===== config.mk =====
export PLATFORM = sky130hd
export DESIGN_NAME = csv_record_tokenizer_unit
export DESIGN_NICKNAME = d
export VERILOG_FILES = /design/src/csvrt_pkg.sv /design/src/csvrt_step.sv /design/src/csv_record_tokenizer_unit.sv
export SDC_FILE = /design/constraint.sdc
export NUM_CORES = 1
export LEC_CHECK = 0
export BUFFER_PORTS_ARGS = -buffer_cell sky130_fd_sc_hd__buf_2
export CORE_UTILIZATION = 49
export DETAILED_ROUTE_END_ITERATION = 12
export PLACE_DENSITY = 0.79
export RECOVER_POWER = 100
export SKIP_LAST_GASP = 1
export SLEW_MARGIN = 40
export SYNTH_ARGS = -nofsm -noshare
export SYNTH_HDL_FRONTEND = slang
export SYNTH_SLANG_ARGS = --single-unit

===== constraint.sdc =====
create_clock -name i_clk -period 2.9 [get_ports i_clk]
set_clock_uncertainty 0.15 [all_clocks]
set_input_delay 0.435 -clock i_clk [delete_from_list [all_inputs] [get_ports i_clk]]
set_output_delay 0.435 -clock i_clk [all_outputs]
set_load 0.03 [all_outputs]

===== src/csvrt_pkg.sv =====
// ----------------------------------------------------------------------------
// csvrt_pkg
// types and constants shared by the csv record tokenizer and its checker
// ----------------------------------------------------------------------------
package csvrt_pkg;

    localparam logic [7:0] CR_BYTE     = 8'd13;
    localparam logic [7:0] LF_BYTE     = 8'd10;
    localparam logic [7:0] DELIM_RESET = 8'd44;
    localparam logic [7:0] QUOTE_RESET = 8'd34;

    // configuration register indexes
    localparam logic CFG_DELIMITER  = 1'b0;
    localparam logic CFG_QUOTE_CHAR = 1'b1;

    localparam int unsigned FIELD_W = 8;
    localparam logic [FIELD_W-1:0] FIELD_MAX = '1;

    typedef enum logic [1:0] {
        KIND_DATA       = 2'd0,
        KIND_FIELD_END  = 2'd1,
        KIND_RECORD_END = 2'd2
    } t_kind;

    // per-line parser state
    typedef struct packed {
        logic               quoted;     // inside quoted text
        logic               qpend;      // quote seen inside quotes, meaning pending
        logic               cr_seen;    // last byte was cr, swallow a following lf
        logic               has_bytes;  // current line holds at least one byte
        logic [FIELD_W-1:0] field;      // field index within the record
        logic               hdr_done;   // first record has ended
    } t_state;

    // token produced by one byte
    typedef struct packed {
        logic               emit;
        t_kind              kind;
        logic [7:0]         tbyte;
    } t_token;

endpackage


===== src/csvrt_step.sv =====
// ----------------------------------------------------------------------------
// csvrt_step
// next-state and token logic for one byte of csv text
// ----------------------------------------------------------------------------
module csvrt_step
    import csvrt_pkg::*;
(
    input  t_state     i_state,
    input  logic [7:0] i_byte,
    input  logic       i_eot,
    input  logic [7:0] i_delim,
    input  logic [7:0] i_quote,
    output t_state     o_state,
    output t_token     o_token
);

    always_comb begin
        t_state n;
        t_token t;
        logic   skip;
        logic   lit;
        logic   quoted;

        n      = i_state;
        t.emit = 1'b0;
        t.kind = KIND_DATA;
        t.tbyte = '0;
        skip   = 1'b0;
        lit    = 1'b0;
        quoted = i_state.quoted;

        if (i_eot) begin
            // flush an unterminated line, then start a fresh text
            if (i_state.has_bytes) begin
                t.emit = 1'b1;
                t.kind = KIND_RECORD_END;
            end
            n = '0;
        end else begin
            if (i_state.cr_seen) begin
                n.cr_seen = 1'b0;
                if (i_byte == LF_BYTE) begin
                    skip = 1'b1;
                end
            end
            if (!skip) begin
                if (i_byte == CR_BYTE || i_byte == LF_BYTE) begin
                    n.cr_seen = (i_byte == CR_BYTE);
                    n.quoted  = 1'b0;
                    n.qpend   = 1'b0;
                    if (i_state.has_bytes) begin
                        t.emit      = 1'b1;
                        t.kind      = KIND_RECORD_END;
                        n.hdr_done  = 1'b1;
                        n.field     = '0;
                        n.has_bytes = 1'b0;
                    end
                end else begin
                    n.has_bytes = 1'b1;
                    if (i_state.qpend) begin
                        n.qpend = 1'b0;
                        if (i_byte == i_quote) begin
                            lit = 1'b1;
                        end else begin
                            quoted   = 1'b0;
                            n.quoted = 1'b0;
                        end
                    end
                    if (lit) begin
                        // doubled quote gives one literal quote
                        t.emit  = 1'b1;
                        t.tbyte = i_byte;
                    end else if (quoted) begin
                        if (i_byte == i_quote) begin
                            n.qpend = 1'b1;
                        end else begin
                            t.emit  = 1'b1;
                            t.tbyte = i_byte;
                        end
                    end else if (i_byte == i_quote) begin
                        n.quoted = 1'b1;
                    end else if (i_byte == i_delim) begin
                        t.emit = 1'b1;
                        t.kind = KIND_FIELD_END;
                        if (i_state.field != FIELD_MAX) begin
                            n.field = i_state.field + 1'b1;
                        end
                    end else begin
                        t.emit  = 1'b1;
                        t.tbyte = i_byte;
                    end
                end
            end
        end

        o_state = n;
        o_token = t;
    end

endmodule


===== src/csv_record_tokenizer_unit.sv =====
// ----------------------------------------------------------------------------
// csv_record_tokenizer_unit
// streaming csv tokenizer: one text byte in, at most one token out
// ----------------------------------------------------------------------------
// Takes one byte of csv text per transaction on the slave side (tlast marks
// the end of the text and flushes an unterminated line) and returns field data
// bytes, field ends and record ends on the master side, tagged with the field
// index and a header flag. The unit sustains one byte per clock cycle while
// the master side does not stall: each byte passes an input register and then
// a result register before its token is presented, and bytes that yield no
// token (opening quotes, line ends on empty lines, the lf of a cr lf pair)
// simply vanish. The user must write delimiter and quote byte through the
// configuration port only while the unit is idle; the unit itself does not
// enforce it. They reset to comma and double quote.
// ----------------------------------------------------------------------------
module csv_record_tokenizer_unit
    import csvrt_pkg::*;
(
    input  logic        i_clk,
    input  logic        i_rst_n,

    // configuration writes: index 0 delimiter, index 1 quote byte
    input  logic        i_cfg_we,
    input  logic        i_cfg_idx,
    input  logic [7:0]  i_cfg_data,

    // text bytes
    input  logic        s_axis_tvalid,
    output logic        s_axis_tready,
    input  logic [7:0]  s_axis_tdata,   // [7:0] data_byte
    input  logic        s_axis_tlast,   // end_of_text

    // tokens
    output logic        m_axis_tvalid,
    input  logic        m_axis_tready,
    output logic [15:0] m_axis_tdata,   // [7:0] token_byte, [15:8] field_index
    output logic [2:0]  m_axis_tuser    // [1:0] token_kind, [2] in_header
);

    // configuration registers
    logic [7:0] r_delim;
    logic [7:0] r_quote;

    always_ff @(posedge i_clk) begin
        if (!i_rst_n) begin
            r_delim <= DELIM_RESET;
            r_quote <= QUOTE_RESET;
        end else if (i_cfg_we) begin
            case (i_cfg_idx)
                CFG_DELIMITER:  r_delim <= i_cfg_data;
                CFG_QUOTE_CHAR: r_quote <= i_cfg_data;
                default:        r_delim <= r_delim;
            endcase
        end
    end

    // input register
    logic       r_in_valid;
    logic [7:0] r_in_byte;
    logic       r_in_eot;

    // result register
    logic               r_out_valid;
    t_kind              r_out_kind;
    logic [7:0]         r_out_byte;
    logic [FIELD_W-1:0] r_out_field;
    logic               r_out_hdr;

    // parser state
    t_state r_state;
    t_state n_state;
    t_token w_token;

    logic w_out_free;
    logic w_fire;

    // result slot is free when empty or being drained this cycle
    assign w_out_free    = !r_out_valid || m_axis_tready;
    // byte in the input register is parsed once its token has a place to go
    assign w_fire        = r_in_valid && w_out_free;
    assign s_axis_tready = !r_in_valid || w_fire;

    always_ff @(posedge i_clk) begin
        if (!i_rst_n) begin
            r_in_valid <= 1'b0;
        end else if (s_axis_tready) begin
            r_in_valid <= s_axis_tvalid;
        end
    end

    always_ff @(posedge i_clk) begin
        if (s_axis_tready && s_axis_tvalid) begin
            r_in_byte <= s_axis_tdata;
            r_in_eot  <= s_axis_tlast;
        end
    end

    csvrt_step u_step (
        .i_state (r_state),
        .i_byte  (r_in_byte),
        .i_eot   (r_in_eot),
        .i_delim (r_delim),
        .i_quote (r_quote),
        .o_state (n_state),
        .o_token (w_token)
    );

    always_ff @(posedge i_clk) begin
        if (!i_rst_n) begin
            r_state <= '0;
        end else if (w_fire) begin
            r_state <= n_state;
        end
    end

    always_ff @(posedge i_clk) begin
        if (!i_rst_n) begin
            r_out_valid <= 1'b0;
        end else if (w_out_free) begin
            r_out_valid <= w_fire && w_token.emit;
        end
    end

    // field index and header flag belong to the state before this byte
    always_ff @(posedge i_clk) begin
        if (w_fire && w_token.emit) begin
            r_out_kind  <= w_token.kind;
            r_out_byte  <= w_token.tbyte;
            r_out_field <= r_state.field;
            r_out_hdr   <= !r_state.hdr_done;
        end
    end

    assign m_axis_tvalid = r_out_valid;
    assign m_axis_tdata  = {r_out_field, r_out_byte};
    assign m_axis_tuser  = {r_out_hdr, r_out_kind};

endmodule


=== Word-level counts from Yosys, hierarchy flattened ===
Cells that the tools add are included.

* Add/subtract/negate cells: 1
* Equality and inequality tests: 10
* Multiplexer cells: 47
* Bitwise gates (word level): 1
* Reduce and logical (&&, ||, !) cells: 19

{| class="wikitable"
|+ Operators with widths
! operator !! count
|-
| 2-to-1 mux 8 bit || 10
|-
| 2-to-1 mux 13 bit || 2
|-
| 2-to-1 mux 1 bit || 23
|-
| 2-to-1 mux 11 bit || 2
|-
| 2-to-1 mux 9 bit || 2
|-
| == test 8 x 4 -> 1 bit, second input constant || 2
|-
| == test 8 bit || 2
|-
| 2-to-1 mux 2 bit || 5
|-
| 2-to-1 mux 3 bit || 3
|-
| inequality test 3 x 2 -> 1 bit, second input constant || 3
|-
| adder 8 x 1 -> 8 bit, second input constant || 1
|-
| inequality test 8 bit, second input constant || 1
|-
| AND reduction 8 bit || 1
|-
| AND reduction 2 bit || 3
|-
| nonzero test 3 bit || 2
|-
| AND reduction 4 bit || 1
|-
| nonzero test 2 bit || 2
|-
| logical AND 1 bit || 3
|-
| logical NOT 1 bit || 3
|-
| logical OR 1 bit || 3
|-
| inequality test 3 bit, second input constant || 1
|-
| OR reduction 3 bit || 1
|-
| inequality test 2 bit, second input constant || 1
|-
| NOT 1 bit || 1
|}

* Register bits: 59
* Output and inout port bits: 21
* Logic and storage cells: 94

=== Longest topological paths before layout ===
* Word-level depth: 12
* Depth in mapped cells: 7
* Depth with buffers taken out: 7

=== By module ===
From an unflattened synthesis, not the netlist that was laid out.

* Cells, all modules: 285
* Area, all modules: 2841.5 µm²

{| class="wikitable"
|+ By module, submodules not included
! module !! instances !! cells an instance !! area an instance (µm²) !! seq. area each (µm²)
|-
| csv_record_tokenizer_unit || 1 || 172 || 2083.2 || 1461.4
|-
| csvrt_step || 1 || 113 || 758.2 || 0.0
|}

=== Worst setup path before layout ===
Ideal clock, no wire load.

* Path kind: reg2reg
* Start: register r_in_byte[4]
* End: register r_out_byte[0], enable pin
* Setup time: 0.378 ns
* Arrival: 2.068 ns
* Required time: 2.372 ns
* Setup slack: 0.304 ns
* Cell stages (with the launch flop): 5
* Path buffers: 0
* Cells stage by stage: edfxtp_1 -> or4b_4 -> a211oi_4 -> or2_2 -> o311a_1

* Longest elaborated chain between the ends: 12
* Elaborated cells between the ends (all ways): 25
* Those cells by class: 3 x eq/ne; 20 x mux; 2 x reduce/logical

{| class="wikitable"
|+ RTL lines
! what !! RTL line !! text
|-
| start: declaration || csv_record_tokenizer_unit.sv:59 || <nowiki>logic [7:0] r_in_byte;</nowiki>
|-
| start signal: assignment || csv_record_tokenizer_unit.sv:93 || <nowiki>r_in_byte <= s_axis_tdata;</nowiki>
|-
| == test 8 bit || csvrt_step.sv:62, csvrt_step.sv:74, csvrt_step.sv:80 ||
|-
| 2-to-1 mux 1 bit || csvrt_step.sv:62 || <nowiki>if (i_byte == i_quote) begin</nowiki>
|-
| 2-to-1 mux 1 bit || csvrt_step.sv:60 || <nowiki>if (i_state.qpend) begin</nowiki>
|-
| 2-to-1 mux 1 bit || csvrt_step.sv:47 || <nowiki>if (i_byte == CR_BYTE || i_byte == LF_BYTE) begin</nowiki>
|-
| 2-to-1 mux 1 bit || csvrt_step.sv:46 || <nowiki>if (!skip) begin</nowiki>
|-
| 2-to-1 mux 1 bit || csvrt_step.sv:32 || <nowiki>if (i_eot) begin</nowiki>
|-
| 2-to-1 mux 1 bit || csvrt_step.sv:73 || <nowiki>end else if (quoted) begin</nowiki>
|-
| 2-to-1 mux 1 bit || csvrt_step.sv:69 || <nowiki>if (lit) begin</nowiki>
|-
| 2-to-1 mux 3 bit || csvrt_step.sv:47 ||
|-
| 2-to-1 mux 11 bit * || csvrt_step.sv:46 ||
|-
| 2-to-1 mux 3 bit * || csvrt_step.sv:32 ||
|-
| logical AND 1 bit * || csv_record_tokenizer_unit.sv:126 || <nowiki>if (w_fire && w_token.emit) begin</nowiki>
|-
| end signal: assignment || csv_record_tokenizer_unit.sv:128 || <nowiki>r_out_byte <= w_token.tbyte;</nowiki>
|-
| end: declaration || csv_record_tokenizer_unit.sv:65 || <nowiki>logic [7:0] r_out_byte;</nowiki>
|}

Every way passes the cells marked *; elsewhere a longest branch is shown, timed or not. The select of a mux whose other input is x is not followed.
A chain may end at the register's enable or synchronous reset.

=== Final worst setup path ===
* Start: register r_in_byte[4]
* End: register r_state[6] (netlist name)

* Longest elaborated chain between the ends: 8
* Elaborated cells between the ends (all ways): 29
* Those cells by class: 9 x eq/ne; 16 x mux; 4 x reduce/logical

{| class="wikitable"
|+ RTL lines
! what !! RTL line !! text
|-
| == test 8 bit || csvrt_step.sv:62, csvrt_step.sv:80 ||
|-
| 2-to-1 mux 1 bit || csvrt_step.sv:62 ||
|-
| 2-to-1 mux 1 bit || csvrt_step.sv:60 ||
|-
| 2-to-1 mux 1 bit || csvrt_step.sv:47 ||
|-
| 2-to-1 mux 1 bit || csvrt_step.sv:46 ||
|-
| 2-to-1 mux 1 bit || csvrt_step.sv:32 ||
|-
| inequality test 3 x 2 -> 1 bit (no line) || - ||
|-
| AND reduction 8 bit (no line) || - ||
|-
| end signal: assignment || csv_record_tokenizer_unit.sv:112 || <nowiki>r_state <= n_state;</nowiki>
|-
| end: declaration || csv_record_tokenizer_unit.sv:70 || <nowiki>t_state r_state;</nowiki>
|}

Parallel ways exist; a longest one is shown, timed or not. The select of a mux whose other input is x is not followed.

==> report_table.html <==
<table>
<tr><th>Metric</th><th>Value</th></tr>
<tr><th colspan="2">Critical path</th></tr>
<tr><td>Critical Path AT</td><td>roughly 2.7 ns</td></tr>
<tr><td>Crit path buf inv count</td><td>1</td></tr>
<tr><td>Startpoint type of the worst setup path</td><td>flop</td></tr>
<tr><td>Register-to-Register Setup Slack</td><td>about 0.27 ns</td></tr>
<tr><td>Worst path required time</td><td>2.96 ns</td></tr>
<tr><td>Chain of cells forming the critical path</td><td>or4b_1, a211oi_4, buf_4, mux2_4, o221ai_2, or3_1, a21oi_1</td></tr>
<tr><td>Highest-delay cell along the critical path</td><td>sky130_fd_sc_hd__or4b_1</td></tr>
<tr><td>Crit-path max cell delay</td><td>0.65 ns</td></tr>
<tr><td>Critical path class</td><td>reg -&gt; reg</td></tr>
<tr><td>Worst path top cell family by delay</td><td>simple AND/OR/NAND/NOR gates</td></tr>
<tr><td>Capturing element type of the critical path</td><td>flop</td></tr>
<tr><td>Maximum net fanout on the critical path</td><td>8</td></tr>
<tr><th colspan="2">Detailed routing</th></tr>
<tr><td>Total number of vias</td><td>1863</td></tr>
<tr><td>Avg WL per Cell</td><td>roughly 13 um</td></tr>
<tr><td>Count of antenna-violating nets left after detailed routing</td><td>0</td></tr>
<tr><td>Vias/cell</td><td>between 5 and 6</td></tr>
<tr><td>Routed wire length</td><td>about 4800 um</td></tr>
<tr><td>Sum of routed wire segments on met1</td><td>around 2200 um</td></tr>
<tr><td>Iteration-0 DRC count of the detailed router</td><td>132</td></tr>
<tr><td>Top layer reached by signal wires</td><td>met4</td></tr>
<tr><td>DRC errors left</td><td>0</td></tr>
<tr><td>Met2 routed wirelength</td><td>approximately 2300 um</td></tr>
<tr><td>First drt pass iteration count</td><td>4</td></tr>
<tr><td>Length of routed met3 wiring</td><td>259 um</td></tr>
<tr><th colspan="2">Layout</th></tr>
<tr><td>Layout area overhead</td><td>17.1%</td></tr>
<tr><td>Number of nets in the layout</td><td>about 310</td></tr>
<tr><td>Final std cells w/o fill</td><td>about 360</td></tr>
<tr><td>Area of all placed cells without fillers</td><td>slightly below 3000 um^2</td></tr>
<tr><td>Area occupied by multi-input gates</td><td>roughly 1000 um^2</td></tr>
<tr><td>Total area of sequential cells</td><td>between 1000 and 1500 um^2</td></tr>
<tr><td>Number of fill cells in the layout</td><td>between 400 and 500</td></tr>
<tr><td>Leading cell type in the layout, fill and taps excluded</td><td>sky130_fd_sc_hd__nand2_1</td></tr>
<tr><td>Proportion of layout cells with a drive suffix above 1</td><td>14.9%</td></tr>
<tr><td>Final antenna diode count</td><td>0</td></tr>
<tr><td>Highest-count cells in the layout ignoring fill and taps</td><td>46 x sky130_fd_sc_hd__nand2_1, 31 x sky130_fd_sc_hd__dfxtp_1, 28 x sky130_fd_sc_hd__edfxtp_1, 25 x sky130_fd_sc_hd__clkbuf_1, 20 x sky130_fd_sc_hd__buf_2</td></tr>
<tr><th colspan="2">Timing</th></tr>
<tr><td>Final-layout setup total negative slack</td><td>0 ns</td></tr>
<tr><td>Worst path setup slack after routing</td><td>0.274 ns</td></tr>
<tr><td>Number of slew-limit violations in the final report</td><td>0</td></tr>
<tr><td>Unrepaired setup endpoints after global routing</td><td>no</td></tr>
<tr><td>Final period util</td><td>approximately nine tenths</td></tr>
<tr><td>Number of hold-slack violations in the final timing report</td><td>0</td></tr>
<tr><td>Worst rel slew slack</td><td>44.2%</td></tr>
<tr><td>Final period demand of the worst path</td><td>about 2.6 ns</td></tr>
<tr><td>Worst-Margin Slew</td><td>around 0.84 ns</td></tr>
<tr><td>Final setup violating endpoints</td><td>0</td></tr>
<tr><td>Highest achievable clock rate</td><td>~380 MHz</td></tr>
<tr><th colspan="2">Floorplanning</th></tr>
<tr><td>Initial Util</td><td>a little over half</td></tr>
<tr><td>Full die area</td><td>5440 um^2</td></tr>
<tr><td>CORE AREA</td><td>4850 um^2</td></tr>
<tr><td>Die Span X</td><td>between 70 and 80 um</td></tr>
<tr><td>IO Pins</td><td>44</td></tr>
<tr><td>Vertical die dimension</td><td>approximately 74 um</td></tr>
<tr><td>Placement Rows</td><td>25</td></tr>
<tr><th colspan="2">Place</th></tr>
<tr><td>Detailed placement HPWL</td><td>~3500 um</td></tr>
<tr><td>Number of buffers added on ports</td><td>43</td></tr>
<tr><td>Post-place setup slack</td><td>0.132 ns</td></tr>
<tr><td>Number of instances in the placed design</td><td>340</td></tr>
<tr><td>Placement Cell Area</td><td>between 2000 and 3000 um^2</td></tr>
<tr><td>Final weighted congestion in routability-driven placement</td><td>roughly 0.86</td></tr>
<tr><th colspan="2">Power</th></tr>
<tr><td>Leakage power figure</td><td>roughly 1.1 nW</td></tr>
<tr><td>Post-layout power</td><td>1.75 mW</td></tr>
<tr><td>Total power density per cell area</td><td>591 nW/um^2</td></tr>
<tr><td>Max VDD drop</td><td>a little over 0.4 mV</td></tr>
<tr><th colspan="2">Yosys</th></tr>
<tr><td>Sequential-to-total area share from yosys stat</td><td>57.9%</td></tr>
<tr><td>Mapped Cells</td><td>~230</td></tr>
<tr><td>Number of enable-type register cells in the synthesized netlist</td><td>28</td></tr>
<tr><td>Average cell area after synthesis</td><td>~11 um^2</td></tr>
<tr><td>Main synth FF type</td><td>sky130_fd_sc_hd__dfxtp_1</td></tr>
<tr><td>Mapped Area</td><td>around 2500 um^2</td></tr>
<tr><td>Synthesis-stage register bit count</td><td>slightly below 60</td></tr>
<tr><td>Number of distinct library cells after synthesis</td><td>between 40 and 50</td></tr>
<tr><td>Yosys warns</td><td>0</td></tr>
<tr><td>Number of nets in the synthesized netlist</td><td>~260</td></tr>
<tr><td>Async S/R FF share, synth</td><td>0%</td></tr>
<tr><th colspan="2">Clock network</th></tr>
<tr><td>Worst-skew pair later-pin latency</td><td>approximately 0.34 ns</td></tr>
<tr><td>Number of buffers added by the clock tree synthesis step</td><td>9</td></tr>
<tr><td>Clock tree from TritonCTS</td><td>built</td></tr>
<tr><td>Max clock buf depth</td><td>2</td></tr>
<tr><td>Number of hold buffers added after CTS</td><td>0</td></tr>
<tr><td>Number of clock sinks</td><td>59</td></tr>
<tr><td>Clock transition at the registers of the reported paths</td><td>0.06 ns</td></tr>
<tr><td>Number of setup buffers added after CTS</td><td>0</td></tr>
<tr><td>Buffer cell driving the clock tree root</td><td>sky130_fd_sc_hd__clkbuf_8</td></tr>
<tr><td>Number of gates given a new drive strength after cts</td><td>0</td></tr>
<tr><td>Deepest level of the CTS H-tree</td><td>3</td></tr>
<tr><th colspan="2">Global routing</th></tr>
<tr><td>Largest net degree at the start of global routing</td><td>21</td></tr>
<tr><td>Total GRT Usage</td><td>around a fifth</td></tr>
<tr><td>Vias in the first global route</td><td>approximately 1.7k</td></tr>
<tr><td>Wire length of the first global-routing pass</td><td>~7700 um</td></tr>
<tr><td>Number of antenna violations at the first check in global routing</td><td>0</td></tr>
<tr><td>Overflow left after global routing</td><td>0</td></tr>
<tr><th colspan="2">Job</th></tr>
<tr><td>Max Cap Violations</td><td>0</td></tr>
<tr><th colspan="2">Outcome</th></tr>
<tr><td>Status</td><td>finished clean</td></tr>
<tr><th colspan="2">Worst hold path</th></tr>
<tr><td>Worst min path class</td><td>in -&gt; reg</td></tr>
</table>
==> final timing paths <==
check / from / endpoint / depth (start not counted)
worst min register to register: r_state[7] / r_out_field[6] / 0
worst max-delay path: r_in_byte[4] / r_state[6] / 7
worst max register to register: r_in_byte[4] / r_state[6] / 7
worst min-delay path: s_axis_tdata[5] / r_in_byte[5] / 1
==> synthesized netlist by cell type, types with 2 or more instances <==
master                      n  area [um^2]
sky130_fd_sc_hd__nand2_1   46          173
sky130_fd_sc_hd__dfxtp_1   31          621
sky130_fd_sc_hd__edfxtp_1  28          841
sky130_fd_sc_hd__a21oi_1   19         95.1
sky130_fd_sc_hd__and2_1    13         81.3
sky130_fd_sc_hd__nand3_1   12         60.1
sky130_fd_sc_hd__xnor2_1    8         70.1
sky130_fd_sc_hd__xor2_1     8         70.1
sky130_fd_sc_hd__clkbuf_1   7         26.3
sky130_fd_sc_hd__nor2_1     6         22.5
sky130_fd_sc_hd__and3_1     5         31.3
sky130_fd_sc_hd__o21ai_0    5         25.0
sky130_fd_sc_hd__mux2i_1    4         40.0
sky130_fd_sc_hd__a22oi_1    3         22.5
sky130_fd_sc_hd__inv_1      3         11.3
sky130_fd_sc_hd__nor2b_1    3         18.8
sky130_fd_sc_hd__nor4_1     3         18.8
sky130_fd_sc_hd__or3_1      3         18.8
sky130_fd_sc_hd__o21a_1     2         15.0
sky130_fd_sc_hd__or3b_1     2         17.5
==> power breakdown <==
part	leakage [nW]	switching (mW)	internal, mW
clock	0.0935	0.305	0.389
sequential	0.528	0.0230	0.901
combinational	0.441	0.0805	0.0503
total	1.06	0.408	1.34
==> state kept, by name, summed over array words and instances (netlist names) <==
signal and flops:
r_in_byte 8, r_in_eot 1, r_quote 8, r_out_byte 8
r_delim 8, r_out_field 8, r_state 13, r_out_hdr 1
m_axis_tvalid 1, r_out_kind 2, r_in_valid 1
==> worst reg2reg max path, stage by stage, from the launching register on <==
cell	delay [ns]
sky130_fd_sc_hd__edfxtp_1	0.46
sky130_fd_sc_hd__or4b_1	0.65
sky130_fd_sc_hd__a211oi_4	0.21
sky130_fd_sc_hd__buf_4	0.18
sky130_fd_sc_hd__mux2_4	0.32
sky130_fd_sc_hd__o221ai_2	0.31
sky130_fd_sc_hd__or3_1	0.17
sky130_fd_sc_hd__a21oi_1	0.06
==> routing by layer <==
metal	up-vias	track usage, %
met5	-	0
met4	0	8.97
met3	12	8.23
met2	58	32.4
met1	860	22.8
li1	933	-
==> area by class of cell <==
cell class | instances | share of cell area (%)
Clock buffer | 10 | 4.31
Clock inverter | 6 | 1.90
Inverter | 4 | 0.508
Multi-Input combinational cell | 163 | 33.8
Sequential cell | 59 | 49.4
Tap cell | 67 | 2.83
Timing Repair Buffer | 47 | 7.19
==> metrics by stage <==
stage          util [%]  hold WS [ns]
5_1_grt            61.0        0.0969
4_1_cts            62.0         0.100
3_3_place_gp       58.2         0.298
6_report           61.0         0.119
2_1_floorplan         -         0.282
3_5_place_dp       58.2         0.309
==> cells by family after synthesis <==
logic type	after synthesis	share of synthesized area, %
buffers and inverters	12	1.93
multiplexers	5	2.18
XOR/XNOR	16	5.55
flip-flops	59	57.9
adder cells (fa/ha/maj)	2	0.892
AND/OR/NAND/NOR	102	20.4
AO/OA/AOI/OAI	38	11.1
Power figures use the tool's default switching activity.
